<file path="src/hw/rtl/dhcp_option_parser_core_defines.svh">
// Assertion macros shared by the option parser RTL.
`ifndef DHCP_OPTION_PARSER_CORE_DEFINES_SVH
`define DHCP_OPTION_PARSER_CORE_DEFINES_SVH

// Antecedent implies consequent in the same cycle.
`define DOP_ASSERT_NOW(label, clk, rst_n, ante, cons) \
  label: assert property (@(posedge clk) disable iff (!rst_n) (ante) |-> (cons)) \
    else $error("dop assertion failed: same-cycle implication");

// Antecedent implies consequent in the following cycle.
`define DOP_ASSERT_NEXT(label, clk, rst_n, ante, cons) \
  label: assert property (@(posedge clk) disable iff (!rst_n) (ante) |=> (cons)) \
    else $error("dop assertion failed: next-cycle implication");

`endif

</file>
<file path="src/hw/rtl/dop_pkg.sv">
package dop_pkg;

  // Option codes of interest
  localparam logic [7:0] CODE_PAD       = 8'd0;
  localparam logic [7:0] CODE_SUBNET    = 8'd1;
  localparam logic [7:0] CODE_ROUTER    = 8'd3;
  localparam logic [7:0] CODE_DNS       = 8'd6;
  localparam logic [7:0] CODE_REQ_ADDR  = 8'd50;
  localparam logic [7:0] CODE_LEASE     = 8'd51;
  localparam logic [7:0] CODE_MSG_TYPE  = 8'd53;
  localparam logic [7:0] CODE_SERVER_ID = 8'd54;
  localparam logic [7:0] CODE_END       = 8'd255;

  // Capture slots
  localparam int unsigned NUM_SLOTS = 6;
  localparam logic [2:0] SLOT_SUBNET    = 3'd0;
  localparam logic [2:0] SLOT_ROUTER    = 3'd1;
  localparam logic [2:0] SLOT_DNS       = 3'd2;
  localparam logic [2:0] SLOT_SERVER_ID = 3'd3;
  localparam logic [2:0] SLOT_LEASE     = 3'd4;
  localparam logic [2:0] SLOT_REQ_ADDR  = 3'd5;
  localparam logic [2:0] SLOT_NONE      = 3'd6;

  // Most value bytes kept per option
  localparam logic [2:0] MAX_KEEP = 3'd4;

  // Parse phase of the front end
  typedef enum logic [2:0] {
    PH_CODE  = 3'b001,
    PH_LEN   = 3'b010,
    PH_VALUE = 3'b100
  } phase_e;

  // One classified byte, front to back
  typedef struct packed {
    logic [7:0] opt_val;    // the byte itself
    logic       clr_sw;     // clear the shift word (length byte)
    logic       shift;      // shift the byte into the shift word
    logic       take_type;  // first value byte of the message type option
    logic       finish;     // option complete: store the shift word
    logic [2:0] slot;       // capture slot of the current option
    logic [2:0] nbytes;     // value bytes held in the shift word
    logic       emit;       // give a result after this byte
    logic       end_seen;
    logic       trunc;
    logic       last;       // final byte of the packet
  } evt_t;

  function automatic logic [2:0] slot_of(input logic [7:0] code);
    logic [2:0] s;
    case (code)
      CODE_SUBNET:    s = SLOT_SUBNET;
      CODE_ROUTER:    s = SLOT_ROUTER;
      CODE_DNS:       s = SLOT_DNS;
      CODE_SERVER_ID: s = SLOT_SERVER_ID;
      CODE_LEASE:     s = SLOT_LEASE;
      CODE_REQ_ADDR:  s = SLOT_REQ_ADDR;
      default:        s = SLOT_NONE;
    endcase
    return s;
  endfunction

endpackage

</file>
<file path="src/hw/rtl/dop_front.sv">
`include "dhcp_option_parser_core_defines.svh"

module dop_front import dop_pkg::*; (
  input  logic       clk_i,
  input  logic       rst_ni,
  input  logic       accept_i,
  input  logic [7:0] opt_byte_i,
  input  logic       last_byte_i,
  output evt_t       evt_o
);

  phase_e     phase_q, phase_d;
  logic [7:0] cur_code_q, cur_code_d;
  logic [7:0] rem_q, rem_d;
  logic [2:0] vidx_q, vidx_d;
  logic       done_q, done_d;
  evt_t       evt;

  // Walk code, length and value fields for one byte
  always_comb begin
    phase_d    = phase_q;
    cur_code_d = cur_code_q;
    rem_d      = rem_q;
    vidx_d     = vidx_q;
    done_d     = done_q;
    evt          = '0;
    evt.opt_val  = opt_byte_i;
    evt.last     = last_byte_i;
    evt.slot     = slot_of(cur_code_q);

    if (!done_q) begin
      case (phase_q)
        PH_LEN: begin
          rem_d      = opt_byte_i;
          vidx_d     = 3'd0;
          evt.clr_sw = 1'b1;
          if (opt_byte_i == 8'd0) begin
            evt.finish = 1'b1;
            evt.nbytes = 3'd0;
            phase_d    = PH_CODE;
          end else begin
            phase_d = PH_VALUE;
          end
        end
        PH_VALUE: begin
          if (cur_code_q == CODE_MSG_TYPE && vidx_q == 3'd0) begin
            evt.take_type = 1'b1;
          end
          if (vidx_q < MAX_KEEP) begin
            evt.shift = 1'b1;
            vidx_d    = vidx_q + 3'd1;
          end
          rem_d = rem_q - 8'd1;
          if (rem_d == 8'd0) begin
            evt.finish = 1'b1;
            evt.nbytes = vidx_d;
            phase_d    = PH_CODE;
          end
        end
        default: begin
          phase_d = PH_CODE;
          if (opt_byte_i == CODE_END) begin
            done_d       = 1'b1;
            evt.emit     = 1'b1;
            evt.end_seen = 1'b1;
          end else if (opt_byte_i != CODE_PAD) begin
            cur_code_d = opt_byte_i;
            phase_d    = PH_LEN;
          end
        end
      endcase
      if (last_byte_i && !evt.emit) begin
        evt.emit  = 1'b1;
        evt.trunc = (phase_d != PH_CODE);
      end
    end

    // Return to the packet-start state after the final byte
    if (last_byte_i) begin
      phase_d    = PH_CODE;
      cur_code_d = 8'd0;
      rem_d      = 8'd0;
      vidx_d     = 3'd0;
      done_d     = 1'b0;
    end
  end

  assign evt_o = evt;

  // Advance parse state on each transfer
  always_ff @(posedge clk_i or negedge rst_ni) begin
    if (!rst_ni) begin
      phase_q    <= PH_CODE;
      cur_code_q <= 8'd0;
      rem_q      <= 8'd0;
      vidx_q     <= 3'd0;
      done_q     <= 1'b0;
    end else if (accept_i) begin
      phase_q    <= phase_d;
      cur_code_q <= cur_code_d;
      rem_q      <= rem_d;
      vidx_q     <= vidx_d;
      done_q     <= done_d;
    end
  end

  `DOP_ASSERT_NOW(a_done_in_code, clk_i, rst_ni, done_q, phase_q == PH_CODE)
  `DOP_ASSERT_NEXT(a_last_clears, clk_i, rst_ni, accept_i && last_byte_i,
                   !done_q && phase_q == PH_CODE && vidx_q == 3'd0)

endmodule

</file>
<file path="src/hw/rtl/dop_queue.sv">
`include "dhcp_option_parser_core_defines.svh"

module dop_queue import dop_pkg::*; (
  input  logic clk_i,
  input  logic rst_ni,
  input  logic push_i,
  input  evt_t push_evt_i,
  output logic full_o,
  input  logic pop_i,
  output logic avail_o,
  output evt_t pop_evt_o
);

  evt_t       mem_q [2];
  logic       wr_ptr_q, rd_ptr_q;
  logic [1:0] cnt_q, cnt_d;

  assign full_o    = (cnt_q == 2'd2);
  assign avail_o   = (cnt_q != 2'd0);
  assign pop_evt_o = mem_q[rd_ptr_q];

  // Track fill level
  always_comb begin
    cnt_d = cnt_q;
    if (push_i && !pop_i) begin
      cnt_d = cnt_q + 2'd1;
    end else if (!push_i && pop_i) begin
      cnt_d = cnt_q - 2'd1;
    end
  end

  // Store entries
  always_ff @(posedge clk_i) begin
    if (push_i) begin
      mem_q[wr_ptr_q] <= push_evt_i;
    end
  end

  // Advance pointers
  always_ff @(posedge clk_i or negedge rst_ni) begin
    if (!rst_ni) begin
      wr_ptr_q <= 1'b0;
      rd_ptr_q <= 1'b0;
      cnt_q    <= 2'd0;
    end else begin
      if (push_i) begin
        wr_ptr_q <= ~wr_ptr_q;
      end
      if (pop_i) begin
        rd_ptr_q <= ~rd_ptr_q;
      end
      cnt_q <= cnt_d;
    end
  end

  `DOP_ASSERT_NOW(a_ptr_level, clk_i, rst_ni, cnt_q == 2'd0 || cnt_q == 2'd2,
                  wr_ptr_q == rd_ptr_q)

endmodule

</file>
<file path="src/hw/rtl/dop_back.sv">
`include "dhcp_option_parser_core_defines.svh"

module dop_back import dop_pkg::*; (
  input  logic        clk_i,
  input  logic        rst_ni,
  input  logic        avail_i,
  input  evt_t        evt_i,
  output logic        pop_o,
  output logic        out_valid_o,
  input  logic        out_stall_i,
  output logic [7:0]  msg_type_o,
  output logic [31:0] net_mask_o,
  output logic [31:0] router_addr_o,
  output logic [31:0] dns_addr_o,
  output logic [31:0] server_ident_o,
  output logic [31:0] lease_seconds_o,
  output logic [31:0] requested_addr_o,
  output logic        end_seen_o,
  output logic        truncated_o
);

  logic [31:0] sw_q, sw_d;
  logic [7:0]  type_q, type_d;
  logic [31:0] cap_q [NUM_SLOTS];
  logic [31:0] cap_d [NUM_SLOTS];
  logic [31:0] aligned;
  logic        out_valid_q;
  logic [7:0]  out_type_q;
  logic [31:0] out_cap_q [NUM_SLOTS];
  logic        out_end_q, out_trunc_q;
  logic        out_free;

  // Take an event unless it emits into an occupied output register
  assign out_free = !out_valid_q || !out_stall_i;
  assign pop_o    = avail_i && (!evt_i.emit || out_free);

  // Shift word and message type after this event
  always_comb begin
    sw_d = sw_q;
    if (evt_i.clr_sw) begin
      sw_d = 32'd0;
    end else if (evt_i.shift) begin
      sw_d = {sw_q[23:0], evt_i.opt_val};
    end
    type_d = evt_i.take_type ? evt_i.opt_val : type_q;
  end

  // Move the held bytes to the top of the word
  always_comb begin
    case (evt_i.nbytes)
      3'd0:    aligned = 32'd0;
      3'd1:    aligned = {sw_d[7:0], 24'd0};
      3'd2:    aligned = {sw_d[15:0], 16'd0};
      3'd3:    aligned = {sw_d[23:0], 8'd0};
      default: aligned = sw_d;
    endcase
  end

  // Store a finished option into its slot
  always_comb begin
    for (int i = 0; i < NUM_SLOTS; i++) begin
      cap_d[i] = cap_q[i];
      if (evt_i.finish && evt_i.slot == i[2:0]) begin
        cap_d[i] = aligned;
      end
    end
  end

  // Parse-side state
  always_ff @(posedge clk_i or negedge rst_ni) begin
    if (!rst_ni) begin
      sw_q   <= 32'd0;
      type_q <= 8'd0;
      for (int i = 0; i < NUM_SLOTS; i++) begin
        cap_q[i] <= 32'd0;
      end
    end else if (pop_o) begin
      sw_q   <= evt_i.last ? 32'd0 : sw_d;
      type_q <= evt_i.last ? 8'd0 : type_d;
      for (int i = 0; i < NUM_SLOTS; i++) begin
        cap_q[i] <= cap_d[i];
      end
    end
  end

  // Output register valid
  always_ff @(posedge clk_i or negedge rst_ni) begin
    if (!rst_ni) begin
      out_valid_q <= 1'b0;
    end else if (out_free) begin
      out_valid_q <= pop_o && evt_i.emit;
    end
  end

  // Output register payload
  always_ff @(posedge clk_i) begin
    if (out_free && pop_o && evt_i.emit) begin
      out_type_q  <= type_d;
      out_end_q   <= evt_i.end_seen;
      out_trunc_q <= evt_i.trunc;
      for (int i = 0; i < NUM_SLOTS; i++) begin
        out_cap_q[i] <= cap_d[i];
      end
    end
  end

  assign out_valid_o      = out_valid_q;
  assign msg_type_o       = out_type_q;
  assign net_mask_o       = out_cap_q[SLOT_SUBNET];
  assign router_addr_o    = out_cap_q[SLOT_ROUTER];
  assign dns_addr_o       = out_cap_q[SLOT_DNS];
  assign server_ident_o   = out_cap_q[SLOT_SERVER_ID];
  assign lease_seconds_o  = out_cap_q[SLOT_LEASE];
  assign requested_addr_o = out_cap_q[SLOT_REQ_ADDR];
  assign end_seen_o       = out_end_q;
  assign truncated_o      = out_trunc_q;

  `DOP_ASSERT_NOW(a_flags_exclusive, clk_i, rst_ni, out_valid_q,
                  !(out_end_q && out_trunc_q))

endmodule

</file>
<file path="src/hw/rtl/dhcp_option_parser_core.sv">
// DHCP options parser: takes the options area one byte per transfer (last_byte_i marks the
// final byte) and gives one result per packet, on the end code or on the final byte. It
// sustains one byte per clock cycle while in_stall_o is low; a result is registered in the
// two-entry queue and then in the output register before it is presented. The queue sits
// between the byte classifier and the capture stage, so input stall rises only when that
// queue fills while the output is held by out_stall_i. Captured option values persist
// from packet to packet; the message type clears at each packet start.
module dhcp_option_parser_core import dop_pkg::*; (
  input  logic        clk_i,
  input  logic        rst_ni,
  input  logic        in_valid_i,
  output logic        in_stall_o,
  input  logic [7:0]  opt_byte_i,
  input  logic        last_byte_i,
  output logic        out_valid_o,
  input  logic        out_stall_i,
  output logic [7:0]  msg_type_o,
  output logic [31:0] net_mask_o,
  output logic [31:0] router_addr_o,
  output logic [31:0] dns_addr_o,
  output logic [31:0] server_ident_o,
  output logic [31:0] lease_seconds_o,
  output logic [31:0] requested_addr_o,
  output logic        end_seen_o,
  output logic        truncated_o
);

  logic accept;
  logic q_full, q_avail, q_pop;
  evt_t push_evt, pop_evt;

  assign in_stall_o = q_full;
  assign accept     = in_valid_i && !q_full;

  // Classify bytes
  dop_front u_front (
    .clk_i       (clk_i),
    .rst_ni      (rst_ni),
    .accept_i    (accept),
    .opt_byte_i  (opt_byte_i),
    .last_byte_i (last_byte_i),
    .evt_o       (push_evt)
  );

  // Decouple front and back
  dop_queue u_queue (
    .clk_i      (clk_i),
    .rst_ni     (rst_ni),
    .push_i     (accept),
    .push_evt_i (push_evt),
    .full_o     (q_full),
    .pop_i      (q_pop),
    .avail_o    (q_avail),
    .pop_evt_o  (pop_evt)
  );

  // Capture values and build results
  dop_back u_back (
    .clk_i            (clk_i),
    .rst_ni           (rst_ni),
    .avail_i          (q_avail),
    .evt_i            (pop_evt),
    .pop_o            (q_pop),
    .out_valid_o      (out_valid_o),
    .out_stall_i      (out_stall_i),
    .msg_type_o       (msg_type_o),
    .net_mask_o       (net_mask_o),
    .router_addr_o    (router_addr_o),
    .dns_addr_o       (dns_addr_o),
    .server_ident_o   (server_ident_o),
    .lease_seconds_o  (lease_seconds_o),
    .requested_addr_o (requested_addr_o),
    .end_seen_o       (end_seen_o),
    .truncated_o      (truncated_o)
  );

endmodule
</file>
<file path="config.mk">
export PLATFORM = sky130hd
export DESIGN_NAME = dhcp_option_parser_core
export DESIGN_NICKNAME = d
export VERILOG_FILES = /design/src/hw/rtl/dop_pkg.sv /design/src/hw/rtl/dop_front.sv /design/src/hw/rtl/dop_queue.sv /design/src/hw/rtl/dop_back.sv /design/src/hw/rtl/dhcp_option_parser_core.sv
export VERILOG_INCLUDE_DIRS = /design/src /design/src/hw/rtl
export SDC_FILE = /design/constraint.sdc
export NUM_CORES = 1
export LEC_CHECK = 0
export BUFFER_PORTS_ARGS = -buffer_cell sky130_fd_sc_hd__buf_2
export CORE_MARGIN = 2
export CORE_UTILIZATION = 62
export CTS_CLUSTER_SIZE = 28
export DETAILED_ROUTE_END_ITERATION = 12
export PLACE_DENSITY = 0.88
export SLEW_MARGIN = 20
export SYNTH_ARGS = -nofsm -noshare
export SYNTH_HDL_FRONTEND = slang
export SYNTH_SLANG_ARGS = --single-unit
</file>
<file path="constraint.sdc">
create_clock -name clk_i -period 28.1 [get_ports clk_i]
set_clock_uncertainty 0.2 [all_clocks]
set_input_delay 7.025 -clock clk_i [delete_from_list [all_inputs] [get_ports clk_i]]
set_output_delay 7.025 -clock clk_i [all_outputs]
set_load 0.02 [all_outputs]
</file>
# After elaboration in Yosys (flattened, before gate mapping)
# Memories as Yosys holds them, arrays and structs flattened.
# Cells that the tools add are included.
[totals]
ff_bits = 270
latch_bits = 0
ram_bits = 236
rom_bits = 0
inputBits = 13
out_inout_bits = 204
elab_cells = 149
n_memories = 2
[op_classes]
addsub = 4
mul = 0
div_mod_pow = 0
n_lt_le_gt_ge = 1
n_eq_ne = 23
n_shift = 0
mux = 59
bitwise_logic = 2
n_reduce_logical = 38
[mem_list]
columns = ["memory", "words", "word_bits", "rd", "rd_ports_with_merged_regs", "wr", "line_no", "source"]
rows = [
  ["u_back.out_cap_q", 6, 32, 6, 0, 6, "dop_back.sv:29", "logic [31:0] out_cap_q [NUM_SLOTS];"],
  ["u_queue.mem_q", 2, 22, 1, 0, 1, "dop_queue.sv:14", "evt_t mem_q [2];"],
]
[ops]
columns = ["operator", "count"]
rows = [
  ["$mux 32", 9],
  ["$pmux 32 s4", 1],
  ["$mux 8", 9],
  ["$mux 3", 11],
  ["$eq 8x6->1 const B", 4],
  ["$pmux 3 s6", 1],
  ["$logic_not 8->1", 2],
  ["$pmux 8 s2", 1],
  ["$eq 3x2->1 const B", 5],
  ["$logic_and 1x1->1", 15],
  ["$mux 1", 15],
  ["$mux 2", 7],
  ["$pmux 3 s2", 2],
  ["$eq 3x3->1 const B", 3],
  ["$logic_not 3->1", 3],
  ["$eq 8x1->1 const B", 1],
  ["$eq 8x2->1 const B", 1],
  ["$eq 8x3->1 const B", 1],
  ["$eq 8x8->1 const B", 1],
  ["$reduce_bool 8->1", 1],
  ["$sub 8x1->8 const B", 1],
  ["$logic_not 1->1", 7],
  ["$eq 3x1->1 const B", 2],
  ["$mux 6", 1],
  ["other kinds (18)", 23],
]

# Logic depth before layout (Yosys ltp)
# Gate-level depths: netlist of run 1.
[logic_depth]
word_depth = 8
depth_mapped = 12
mapped_depth_nobuf = 7

# By module
# Synthesis of run 1 repeated with hierarchy kept, for this count alone.
[hier_totals]
cells_unflattened = 1873
area_unflattened_um2 = 21225.4
[by_module_without_submodules]
columns = ["mod", "n_inst", "cells_each", "area_each_um2", "seq_area_each_um2"]
rows = [
  ["dop_back", 1, 1585, 17774.5, 11896.4],
  ["dop_queue", 1, 84, 1780.5, 1421.4],
  ["dop_front", 1, 203, 1656.6, 576.8],
  ["dhcp_option_parser_core", 1, 1, 13.8, 0.0],
]

# Least setup slack after synthesis of run 1
# No wires, ideal clock.
[synth_timing]
path_type = "input-to-reg"
startpoint = "input out_stall_i"
endpoint = "register u_back.out_end_q (netlist: u_back.end_seen_o), enable pin"
arrival_ps = 16024
setup_slack_ps = 11107
stages = 6
path_cell_list = "nand2_1 -> o22a_1 -> buf_4 -> inv_2 -> buf_1 -> nor2_1"
[synth_via]
elab_chain_len = 6
[synth_lines]
columns = ["item", "line_no", "source"]
rows = [
  ["start: declaration", "dhcp_option_parser_core.sv:16", "input logic out_stall_i,"],
  ["$logic_not 1->1 *", "dop_back.sv:34", "assign out_free = !out_valid_q || !out_stall_i;"],
  ["$logic_or 1x1->1 *", "dop_back.sv:34", ""],
  ["$logic_or 1x1->1", "dop_back.sv:35", "assign pop_o = avail_i && (!evt_i.emit || out_free);"],
  ["$logic_and 1x1->1", "dop_back.sv:35", ""],
  ["$logic_and 1x1->1 * (2 in series)", "dop_back.sv:97", "if (out_free && pop_o && evt_i.emit) begin"],
  ["end signal: assignment", "dop_back.sv:99", "out_end_q <= evt_i.end_seen;"],
  ["end: declaration", "dop_back.sv:30", "logic out_end_q, out_trunc_q;"],
]
# Every way passes the cells marked *; elsewhere a longest branch is shown, timed or not.
# A chain may end at the register's enable or synchronous reset.

==> results of run 1 <==
cells in the mapped netlist (all sizes together) (2+ instances only):
library cell	instances	area, µm²
a2111oi	2	17.5
a211o	8	70.1
a211oi	15	118
a21o	3	22.5
a21oi	16	80.1
a22o	27	236
a22oi	2	15.0
a31oi	16	100
and3	13	81.3
and3b	10	87.6
buf	28	155
clkbuf	113	433
dfrtp	259	6480
edfxtp	246	7390
ha	5	62.6
inv	10	37.5
mux2	5	56.3
mux2i	38	392
nand2	468	1760
nand2b	9	56.3
nand3	8	60.1
nand3b	2	15.0
nand4	4	25.0
nor2	37	139
nor2b	11	68.8
nor3	8	51.3
nor3b	6	45.0
nor4	9	56.3
o21ai	426	2140
o22ai	19	119
o2bb2ai	3	26.3
o31ai	2	15.0
o32ai	2	36.3
or2	10	62.6
xnor2	6	52.6
xor2	3	26.3
layout make-up:
cell class                      count  share of cell area
Clock inverter                     21             0.00601
Clock buffer                       69              0.0562
Sequential cell                   506               0.591
Timing Repair Buffer              233              0.0524
Multi-Input combinational cell   1208               0.269
Inverter                           11             0.00176
Tap cell                          442              0.0235
path summary, 6_finish.rpt:
| check | to | start | slack, ns |
|---|---|---|---|
| min in group asynchronous | u_back.cap_q[121] | rst_ni | 6.39 |
| max | u_back.out_cap_q[5][4] | out_stall_i | 18.41 |
| max reg2reg | u_back.out_cap_q[5][4] | u_queue.rd_ptr_q | 23.82 |
| min | u_back.cap_q[30] | u_back.cap_q[30] | 0.28 |
| min reg2reg | u_back.cap_q[30] | u_back.cap_q[30] | 0.28 |
| max in group asynchronous | u_back.cap_q[56] | rst_ni | 19.76 |
layer usage:
metal / global-route usage / vias to the layer above / part of all wire
met1: 0.393 / 7417 / 0.39
met2: 0.452 / 879 / 0.48
met4: 0.107 / 0 / 0.033
met3: 0.0499 / 120 / 0.094
met5: 0 / - / 0
li1: - / 6863 / -
tightest hold or removal path, delay by kind of cell (launching register included):
| family | cells | cell delay (ns) |
|---|---|---|
| flops | 1 | 0.34 |
| compound gates | 1 | 0.06 |
| simple gates | 1 | 0.05 |
state kept, by name, indices dropped and copies added (netlist names):
name                cells
u_back.truncated_o      1
u_back.out_valid_o      1
u_front.vidx_q          3
u_back.cap_q          192
u_back.sw_q            32
u_queue.mem_q          44
u_back.out_cap_q      192
u_front.phase_q         3
u_queue.rd_ptr_q        1
u_queue.wr_ptr_q        1
u_front.rem_q           8
u_back.type_q           8
u_queue.cnt_q           2
u_front.done_q          1
u_front.cur_code_q      8
u_back.msg_type_o       8
u_back.end_seen_o       1
through the flow:
| stage | cell area [µm²] | power (mW) | worst slack, ns | hold slack, ns |
|---|---|---|---|---|
| 2_1_floorplan | 20700 | 1.75 | 11.11 | 0.250 |
| 3_3_place_gp | 22000 | 1.92 | 18.19 | 0.261 |
| 3_5_place_dp | 22000 | 1.96 | 18.11 | 0.270 |
| 4_1_cts | 23500 | 2.57 | 18.67 | 0.284 |
| 5_1_grt | 23500 | 2.70 | 18.34 | 0.299 |
| 6_report | 23500 | 2.58 | 18.41 | 0.281 |
cells by family after synthesis:
logic type,count (synthesis),share of synthesized area
adder cells (fa/ha/maj),5,0.00302
AO/OA/AOI/OAI,549,0.148
AND/OR/NAND/NOR,602,0.124
multiplexers,43,0.0216
flip-flops,506,0.670
XOR/XNOR,9,0.00380
buffers and inverters,152,0.0303
report_power, final:
group | internal [mW] | switching [mW]
sequential | 1.08 | 0.123
clock | 0.331 | 0.276
combinational | 0.213 | 0.559
==> implementation parameters, run 1 <==
Parameter                              Value

Worst setup path
  Path depth of the worst reg2reg path    5
  Worst path depth    6
  Gate family responsible for the most delay along the worst path    buffers and inverters
  Crit path arrival time    9.67 ns
  Worst setup path class    in -> reg
  Library cell contributing the largest single delay on the critical path    buf_12
  Max Fanout on Critical Path    192
  Critical path startpoint category    input port
  Crit path buf inv count    3
  Kind of end point of the critical path    register
  Largest stage delay on the critical path    0.64 ns
  Cells traversed along the worst timing path    buf_2 > nand2_1 > o22a_1 > inv_2 > nor2_4 > buf_12
  Data required time at the worst endpoint    28.08 ns

Placement
  Number of port buffers    216
  Number of placed instances with taps included    2400
  Final weighted congestion in routability-driven placement    0.874
  Dpl hpwl    30.4 mm

Clock network
  CTS Hold Bufs    0
  Skew-Pair Late Insertion Delay    0.57 ns
  Clock H-tree levels    2
  Total CTS buffers    48
  Number of buffers between clock root and the deepest sink    3
  CTS tree    built
  Number of post-CTS setup repair buffers    0
  Clock Tree Root    clkbuf_16
  Clk sink count    506
  CTS clock-pin slew for the worst setup and hold paths    0.06 ns
  Count of instances resized after the clock tree is built    0

Logic synthesis
  Total nets after synthesis    1884
  Primary flip-flop cell chosen by synthesis mapping    dfrtp_1
  Fraction of synthesis flops using an asynchronous set or reset pin    0.514
  Syn Std Cell Area    20700 µm²
  Count of mapped cells out of synthesis    1866
  Sequential share of the synthesized area    0.670
  Mean cell area of the mapped netlist    11.1 µm²
  Flops & latches, synth    506
  Number of distinct library cells after synthesis    65
  Yosys Warn Count    0
  Number of enable flip-flop cells after synthesis    246

Final layout
  Diodes inserted    0
  Post-layout nets    2026
  Number of filler cells placed in the layout    2107
  Most frequent standard cell in the layout excluding fill and tap cells    nand2_1
  Area growth syn-to-layout    13.4%
  Utilization of the core after routing    0.719
  Commonest cells after routing, fill and taps aside    464 x nand2_1, 417 x o21ai_0, 258 x dfrtp_1, 246 x edfxtp_1, 215 x buf_2
  Multi-input gate area    6330 µm²
  Non-filler instance count after layout    2490
  Area used by sequential logic in the layout    13900 µm²
  Share of layout cells above drive strength 1    0.167

Detailed routing
  First-iteration detailed-routing DRC count    1688
  Avg WL per Cell    19.8 µm
  WL final    49.3 mm
  Count of nets left with antenna violations after detail routing    0
  Total number of vias    15300
  Remaining design rule violation count    0
  First-pass detailed-route iteration total    8
  Via-per-instance ratio    6.14

Timing
  Final count of pins violating max slew    0
  Total negative slack for setup checks    0 ns
  Actual slew at the worst max-slew pin    1.19 ns
  Maximum clock rate    103 MHz
  Shortest period the worst path allows    9.69 ns
  RSZ-0062 raised after global routing    no
  Endpoints failing setup    0
  Final Hold Vio Count    0
  Portion of the clock cycle consumed by the worst path in the final layout    0.345
  Normalized max-slew margin    0.207

Die
  Number of core rows    66
  # IOs    217
  Core box area    32700 µm²
  Area of the die    34900 µm²
  Vertical extent of the die    187 µm
  Horizontal extent of the die    187 µm
  Effective utilization at floorplan    0.634

Min path
  Min-Delay Path Depth    2
  HP Class    reg -> reg

Pwr
  Worst supply voltage drop on vdd    0.0000874 V
  Areal power density over the cells    110 nW/µm²
  Standby leakage power    9.66 nW

GRT
  Congestion Overflow GR    0
  Total routing resource utilization after global routing    0.282
  Maximum number of pins on one net before global-route repair    193
  Wire length of the first global-routing pass    78.5 mm
  Vias in the first global route    14500
  Initial antenna violation count    0

Run status
  Run status    finished clean

Job
  Number of max-capacitance violations reported    0
Power figures use the tool's default switching activity.
==> inputs of run 2 (changes only) <==
--- a/config.mk
+++ b/config.mk
@@ -8,10 +8,10 @@
 export LEC_CHECK = 0
 export BUFFER_PORTS_ARGS = -buffer_cell sky130_fd_sc_hd__buf_2
 export CORE_MARGIN = 2
-export CORE_UTILIZATION = 62
+export CORE_UTILIZATION = 53
 export CTS_CLUSTER_SIZE = 28
 export DETAILED_ROUTE_END_ITERATION = 12
-export PLACE_DENSITY = 0.88
+export PLACE_DENSITY = 0.81
 export SLEW_MARGIN = 20
 export SYNTH_ARGS = -nofsm -noshare
 export SYNTH_HDL_FRONTEND = slang
==> constraint.sdc (replaced) <==
create_clock -name clk_i -period 8.37 [get_ports clk_i]
set_clock_uncertainty 0.2 [all_clocks]
set_input_delay 2.0925 -clock clk_i [delete_from_list [all_inputs] [get_ports clk_i]]
set_output_delay 2.0925 -clock clk_i [all_outputs]
set_load 0.02 [all_outputs]
==> implementation parameters, run 2 (synthesis results as in run 1) <==
Parameter                              Value

Run status
  Run status    finished clean

Clock network
  Skew-Pair Late Insertion Delay    0.58 ns (about the same)
  CTS tree    built
  Number of post-CTS setup repair buffers    0 (unchanged)
  Clk sink count    506 (unchanged)
  Clock Tree Root    clkbuf_16
  CTS Hold Bufs    0 (unchanged)
  Number of buffers between clock root and the deepest sink    3 (unchanged)
  Total CTS buffers    48 (unchanged)
  CTS clock-pin slew for the worst setup and hold paths    0.06 ns (about the same)
  Count of instances resized after the clock tree is built    0 (unchanged)
  Clock H-tree levels    2 (unchanged)

Min path
  Min-Delay Path Depth    2 (unchanged)
  WHS Endpoint    u_back.cap_q[111]
  Hold path start    u_back.cap_q[111]
  HP Class    reg -> reg

Final layout
  Utilization of the core after routing    0.613 (-0.106)
  Most frequent standard cell in the layout excluding fill and tap cells    nand2_1
  Commonest cells after routing, fill and taps aside    464 x nand2_1, 417 x o21ai_0, 258 x dfrtp_1, 246 x edfxtp_1, 215 x buf_2
  Area used by sequential logic in the layout    13900 µm² (unchanged)
  Diodes inserted    0 (unchanged)
  Number of filler cells placed in the layout    2903 (+38%)
  Share of layout cells above drive strength 1    0.168 (+0.000652)
  Area growth syn-to-layout    14.2%
  Post-layout nets    2025 (-0.049%)
  Registers with the highest flip-flop counts    u_back.cap_q (192), u_back.out_cap_q (192), u_queue.mem_q (44)
  Multi-input gate area    6360 µm² (+0.53%)

Pwr
  Areal power density over the cells    366 nW/µm² (+230%)
  Clock share of power    0.238 (+0.003)
  Seq pwr share    0.463 (-0.002)
  Int Power    5.50 mW (+240%)
  Net switching share of the total power    0.365 (-0.00619)
  Relative contribution of combinational cells to total power    0.298 (about the same)
  Worst supply voltage drop on vdd    0.000295 V (+240%)
  Standby leakage power    9.68 nW (+0.17%)
  Reported net switching power    3.17 mW (+230%)

Placement
  Number of port buffers    216 (unchanged)
  Final weighted congestion in routability-driven placement    0.863 (-1.2%)
  Dpl hpwl    30.4 mm (+0.21%)

Detailed routing
  Total length of routed met3 wires    3.74 mm (-19%)
  First-pass detailed-route iteration total    5 (-3)
  Remaining design rule violation count    0 (unchanged)
  Post-Route M1 WL    20.2 mm (+3.8%)
  First-iteration detailed-routing DRC count    1511 (-10%)
  Total number of vias    14700 (-3.5%)
  Count of nets left with antenna violations after detail routing    0 (unchanged)
  Via-per-instance ratio    5.75 (-6.3%)
  WL final    48.2 mm (-2.3%)
  Avg WL per Cell    18.8 µm (-5.1%)
  Total met2 wirelength after detailed routing    23.1 mm (-2.1%)
  Top layer in use    met4

Timing
  Shortest period the worst path allows    4.74 ns
  Normalized max-slew margin    0.268 (+0.0611)
  Endpoints failing setup    0 (unchanged)
  Final count of pins violating max slew    0 (unchanged)
  RSZ-0062 raised after global routing    no
  Final Hold Vio Count    0 (unchanged)
  Actual slew at the worst max-slew pin    1.09 ns (-0.0967 ns)
  Portion of the clock cycle consumed by the worst path in the final layout    0.567
  Maximum clock rate    211 MHz
  Total negative slack for setup checks    0 ns (unchanged)

Worst setup path
  Kind of end point of the critical path    register
  Crit path buf inv count    3 (unchanged)
  Critical R2R Capture    u_back.out_cap_q[5][7]
  Gate family responsible for the most delay along the worst path    buffers and inverters
  Cells traversed along the worst timing path    buf_2 > nand2_1 > o22a_1 > inv_2 > nor2_4 > buf_12
  Path depth of the worst reg2reg path    6 (+1)
  Data required time at the worst endpoint    8.36 ns (-19.72 ns)
  Worst setup path class    in -> reg
  Reg-to-reg critical path startpoint    u_queue.rd_ptr_q
  Largest stage delay on the critical path    0.72 ns (+0.08 ns)
  Max Fanout on Critical Path    192 (unchanged)
  Setup slack of the most critical reg-to-reg path    3.77 ns (-20.05 ns)
  Critical path startpoint category    input port
  Library cell contributing the largest single delay on the critical path    buf_12
  Crit path arrival time    4.73 ns (-4.94 ns)

Die
  Horizontal extent of the die    202 µm (+8.0%)
  # IOs    217 (unchanged)
  Area of the die    40700 µm² (+17%)
  Effective utilization at floorplan    0.537 (-0.0976)
  Vertical extent of the die    202 µm (+8.0%)
  Number of core rows    72 (+9.1%)
  Core box area    38600 µm² (+18%)

GRT
  Total routing resource utilization after global routing    0.237 (-0.0450)
  Congestion Overflow GR    0 (unchanged)
  Initial antenna violation count    0 (unchanged)
  Maximum number of pins on one net before global-route repair    193 (unchanged)
  Vias in the first global route    14000 (-3.4%)
  Wire length of the first global-routing pass    76.2 mm (-2.8%)

Job
  Number of max-capacitance violations reported    0 (unchanged)
## run 2: cell count changes in the layout (fill, tap and decap cells not counted), sizes merged
cell / previous run / this run
clkinvlp: 4 / 3
clkbuf: 69 / 64
clkinv: 14 / 19
buf: 233 / 232
inv: 14 / 11
bufinv: 0 / 3
## run 2: routing by layer
metal	vias up	GRT usage
met2	624	0.382
li1	6853	-
met1	7180	0.334
met4	0	0.0756
met3	82	0.0382
met5	-	0
## run 2: worst register-to-register path: cells and delay by family (launching register included)
family,cells,cell delay (ns)
flops,1,0.34
simple gates,1,0.47
mux,1,0.61
compound gates,1,0.69
buf+inv,3,1.74
## run 2: worst max path at each step
stage	start	end	slack, ns	depth (start not counted)
after floorplan	out_stall_i	u_back.end_seen_o	2.01	6
after global placement	out_stall_i	u_back.out_cap_q[4][25]	3.38	6
after detailed placement	out_stall_i	u_back.out_cap_q[0][4]	3.32	6
after CTS	out_stall_i	u_back.out_cap_q[5][7]	3.90	6
after global routing	out_stall_i	u_back.out_cap_q[5][7]	3.46	6
final	out_stall_i	u_back.out_cap_q[5][7]	3.63	6
## run 2: layout make-up
cell class / instances / share of cell area
clock buffer: 64 / 0.0541
sequential: 506 / 0.587
inverter: 11 / 0.00174
tap: 518 / 0.0274
timing repair buffer: 232 / 0.0522
multi-input combinational: 1208 / 0.269
clock inverter: 25 / 0.00898
## run 2: stage by stage
step	instances	power (mW)	hold slack, ns	instance area [µm²]	setup WS (ns)
6_report	2564	8.67	0.278	23700	3.63
5_1_grt	2564	9.11	0.300	23700	3.46
4_1_cts	2564	8.67	0.283	23600	3.90
3_5_place_dp	2475	6.59	0.270	22100	3.32
3_3_place_gp	2475	6.49	0.261	22100	3.38
2_1_floorplan	1866	5.76	0.250	20700	2.01
## run 2: power by group through the flow
stage / clock [mW] / combinational [mW] / sequential [mW]
floorplan: 0 / 1.23 / 4.53
global placement: 0 / 2.47 / 4.02
detailed placement: 0 / 2.55 / 4.05
CTS: 2.10 / 2.57 / 4.01
global route: 2.20 / 2.81 / 4.10
finish: 2.06 / 2.59 / 4.02
==> inputs of run 3 (changes only) <==
--- a/config.mk
+++ b/config.mk
@@ -8,10 +8,10 @@
 export LEC_CHECK = 0
 export BUFFER_PORTS_ARGS = -buffer_cell sky130_fd_sc_hd__buf_2
 export CORE_MARGIN = 2
-export CORE_UTILIZATION = 53
+export CORE_UTILIZATION = 59
 export CTS_CLUSTER_SIZE = 28
 export DETAILED_ROUTE_END_ITERATION = 12
-export PLACE_DENSITY = 0.81
+export PLACE_DENSITY = 0.85
 export SLEW_MARGIN = 20
 export SYNTH_ARGS = -nofsm -noshare
 export SYNTH_HDL_FRONTEND = slang
==> constraint.sdc (replaced) <==
create_clock -name clk_i -period 4.45 [get_ports clk_i]
set_clock_uncertainty 0.2 [all_clocks]
set_input_delay 1.1125 -clock clk_i [delete_from_list [all_inputs] [get_ports clk_i]]
set_output_delay 1.1125 -clock clk_i [all_outputs]
set_load 0.02 [all_outputs]
==> implementation parameters, run 3 (synthesis results as in run 1) <==
Parameter                              Value

Run status
  Run status    finished clean

Timing
  Total negative slack for setup checks    0 ns (unchanged)
  Endpoints failing setup    0 (unchanged)
  RSZ-0062 raised after global routing    no
  Maximum clock rate    280 MHz
  Final Hold Vio Count    0 (unchanged)
  Final count of pins violating max slew    0 (unchanged)
  Normalized max-slew margin    0.297 (+0.0287)
  Actual slew at the worst max-slew pin    1.05 ns (-0.0417 ns)
  Portion of the clock cycle consumed by the worst path in the final layout    0.802
  Shortest period the worst path allows    3.57 ns

Pwr
  Reported net switching power    6.13 mW (+94%)
  Int Power    10.5 mW (+91%)
  Net switching share of the total power    0.369 (+0.00381)
  Worst supply voltage drop on vdd    0.000401 V (+36%)
  Clock share of power    0.239 (about the same)
  Standby leakage power    9.83 nW (+1.5%)
  Seq pwr share    0.458 (-0.005)
  Relative contribution of combinational cells to total power    0.303 (+0.005)
  Areal power density over the cells    698 nW/µm² (+91%)

Die
  Core box area    34500 µm² (-11%)
  Effective utilization at floorplan    0.600 (+0.0637)
  Horizontal extent of the die    191 µm (-5.1%)
  Area of the die    36700 µm² (-10%)
  Vertical extent of the die    191 µm (-5.1%)
  # IOs    217 (unchanged)
  Number of core rows    68 (-5.6%)

Clock network
  Total CTS buffers    48 (unchanged)
  CTS tree    built
  Count of instances resized after the clock tree is built    0 (unchanged)
  CTS Hold Bufs    0 (unchanged)
  Number of post-CTS setup repair buffers    0 (unchanged)
  CTS clock-pin slew for the worst setup and hold paths    0.06 ns (about the same)
  Clock Tree Root    clkbuf_16
  Clock H-tree levels    2 (unchanged)
  Clk sink count    506 (unchanged)
  Skew-Pair Late Insertion Delay    0.56 ns (-0.02 ns)
  Number of buffers between clock root and the deepest sink    3 (unchanged)

Worst setup path
  Data required time at the worst endpoint    4.51 ns (-3.85 ns)
  Setup slack of the most critical reg-to-reg path    0.88 ns (-2.89 ns)
  Start point of the critical path    u_queue.rd_ptr_q
  Destination of the critical timing path    u_back.out_cap_q[2][24]
  Critical path startpoint category    register
  Reg-to-reg critical path startpoint    u_queue.rd_ptr_q
  Max Fanout on Critical Path    44 (-77%)
  Kind of end point of the critical path    register
  Crit path arrival time    3.63 ns (-1.10 ns)
  Critical R2R Capture    u_back.out_cap_q[2][24]
  Path depth of the worst reg2reg path    6 (unchanged)
  Worst setup path class    reg -> reg

Final layout
  Commonest cells after routing, fill and taps aside    463 x nand2_1, 417 x o21ai_0, 258 x dfrtp_1, 246 x edfxtp_1, 215 x buf_2
  Registers with the highest flip-flop counts    u_back.cap_q (192), u_back.out_cap_q (192), u_queue.mem_q (44)
  Number of filler cells placed in the layout    2365 (-19%)
  Share of layout cells above drive strength 1    0.175 (+0.00714)
  Non-filler instance count after layout    2526 (-1.5%)
  Area growth syn-to-layout    14.8%
  Most frequent standard cell in the layout excluding fill and tap cells    nand2_1
  Post-layout nets    2049 (+1.2%)
  Diodes inserted    0 (unchanged)

Placement
  Number of port buffers    216 (unchanged)
  Final weighted congestion in routability-driven placement    0.859 (-0.45%)
  Dpl hpwl    32.9 mm (+8.0%)
  Number of placed instances with taps included    2436 (-1.6%)

Detailed routing
  Count of nets left with antenna violations after detail routing    0 (unchanged)
  Avg WL per Cell    20.7 µm (+10%)
  Total number of vias    15500 (+5.5%)
  First-iteration detailed-routing DRC count    1976 (+31%)
  First-pass detailed-route iteration total    6 (+1)
  Remaining design rule violation count    0 (unchanged)
  WL final    52.3 mm (+8.7%)
  Via-per-instance ratio    6.15 (+7.1%)

GRT
  Congestion Overflow GR    0 (unchanged)
  Total routing resource utilization after global routing    0.285 (+0.0475)
  Wire length of the first global-routing pass    81.1 mm (+6.3%)
  Initial antenna violation count    1 (+1)
  Vias in the first global route    14700 (+5.0%)
  Maximum number of pins on one net before global-route repair    101 (-48%)

Min path
  HP Class    reg -> reg

Job
  Number of max-capacitance violations reported    0 (unchanged)
-- run 3: power groups by stage --
stage	registers [mW]	clock network, mW	logic, mW
final	7.62	3.97	5.03
after global routing	7.74	4.18	5.43
after CTS	7.60	4.00	4.99
after detailed placement	7.67	0	4.93
after global placement	7.60	0	4.77
after floorplan	8.53	0	2.34
-- run 3: how the worst min path moves through the flow --
stage | end | cells past startpoint | start | slack (ns)
after floorplan | u_back.sw_q[30] | 2 | u_back.sw_q[30] | 0.25
after global placement | u_back.cap_q[54] | 2 | u_back.cap_q[54] | 0.26
after detailed placement | u_back.cap_q[5] | 2 | u_back.cap_q[5] | 0.27
after CTS | u_back.cap_q[40] | 2 | u_back.cap_q[40] | 0.28
after global routing | u_back.cap_q[87] | 2 | u_back.cap_q[87] | 0.30
final | u_back.cap_q[81] | 2 | u_back.cap_q[81] | 0.28
-- run 3: critical path: stages (launching register included) --
cell	delay (ns)
dfrtp_2	0.69
buf_4	0.47
and3b_1	0.23
a211oi_1	0.55
o22ai_1	0.20
a31oi_1	0.68
o21ai_0	0.25
-- run 3: metrics by stage --
stage | hold slack, ns | area [µm²] | util | total power [mW] | setup WS [ns]
detailed placement | 0.270 | 22200 | 0.644 | 12.6 | 0.927
global route | 0.301 | 23800 | 0.689 | 17.3 | 0.717
global placement | 0.261 | 22200 | 0.644 | 12.4 | 0.974
floorplan | 0.249 | 20800 | - | 10.9 | -0.758
finish | 0.282 | 23800 | 0.689 | 16.6 | 0.880
CTS | 0.284 | 23800 | 0.689 | 16.6 | 0.968
-- run 3: layout make-up --
cell class,count,area [µm²],share of cell area
flip-flops and latches,506,13900,0.584
multi-input cells,1208,6290,0.264
repair buffers,256,1450,0.0611
clock buffers,63,1300,0.0546
well taps,455,569,0.0239
clock inverters,27,244,0.0102
inverters,11,48.8,0.00205
-- run 3: routing by layer --
metal | routed length (µm) | vias up | global-route usage | share of wire
met5 | 13 | - | 0 | 0.00025
met4 | 1730 | 2 | 0.102 | 0.033
met3 | 5200 | 134 | 0.0457 | 0.099
met2 | 25100 | 987 | 0.455 | 0.48
met1 | 20300 | 7524 | 0.399 | 0.39
li1 | - | 6900 | - | -
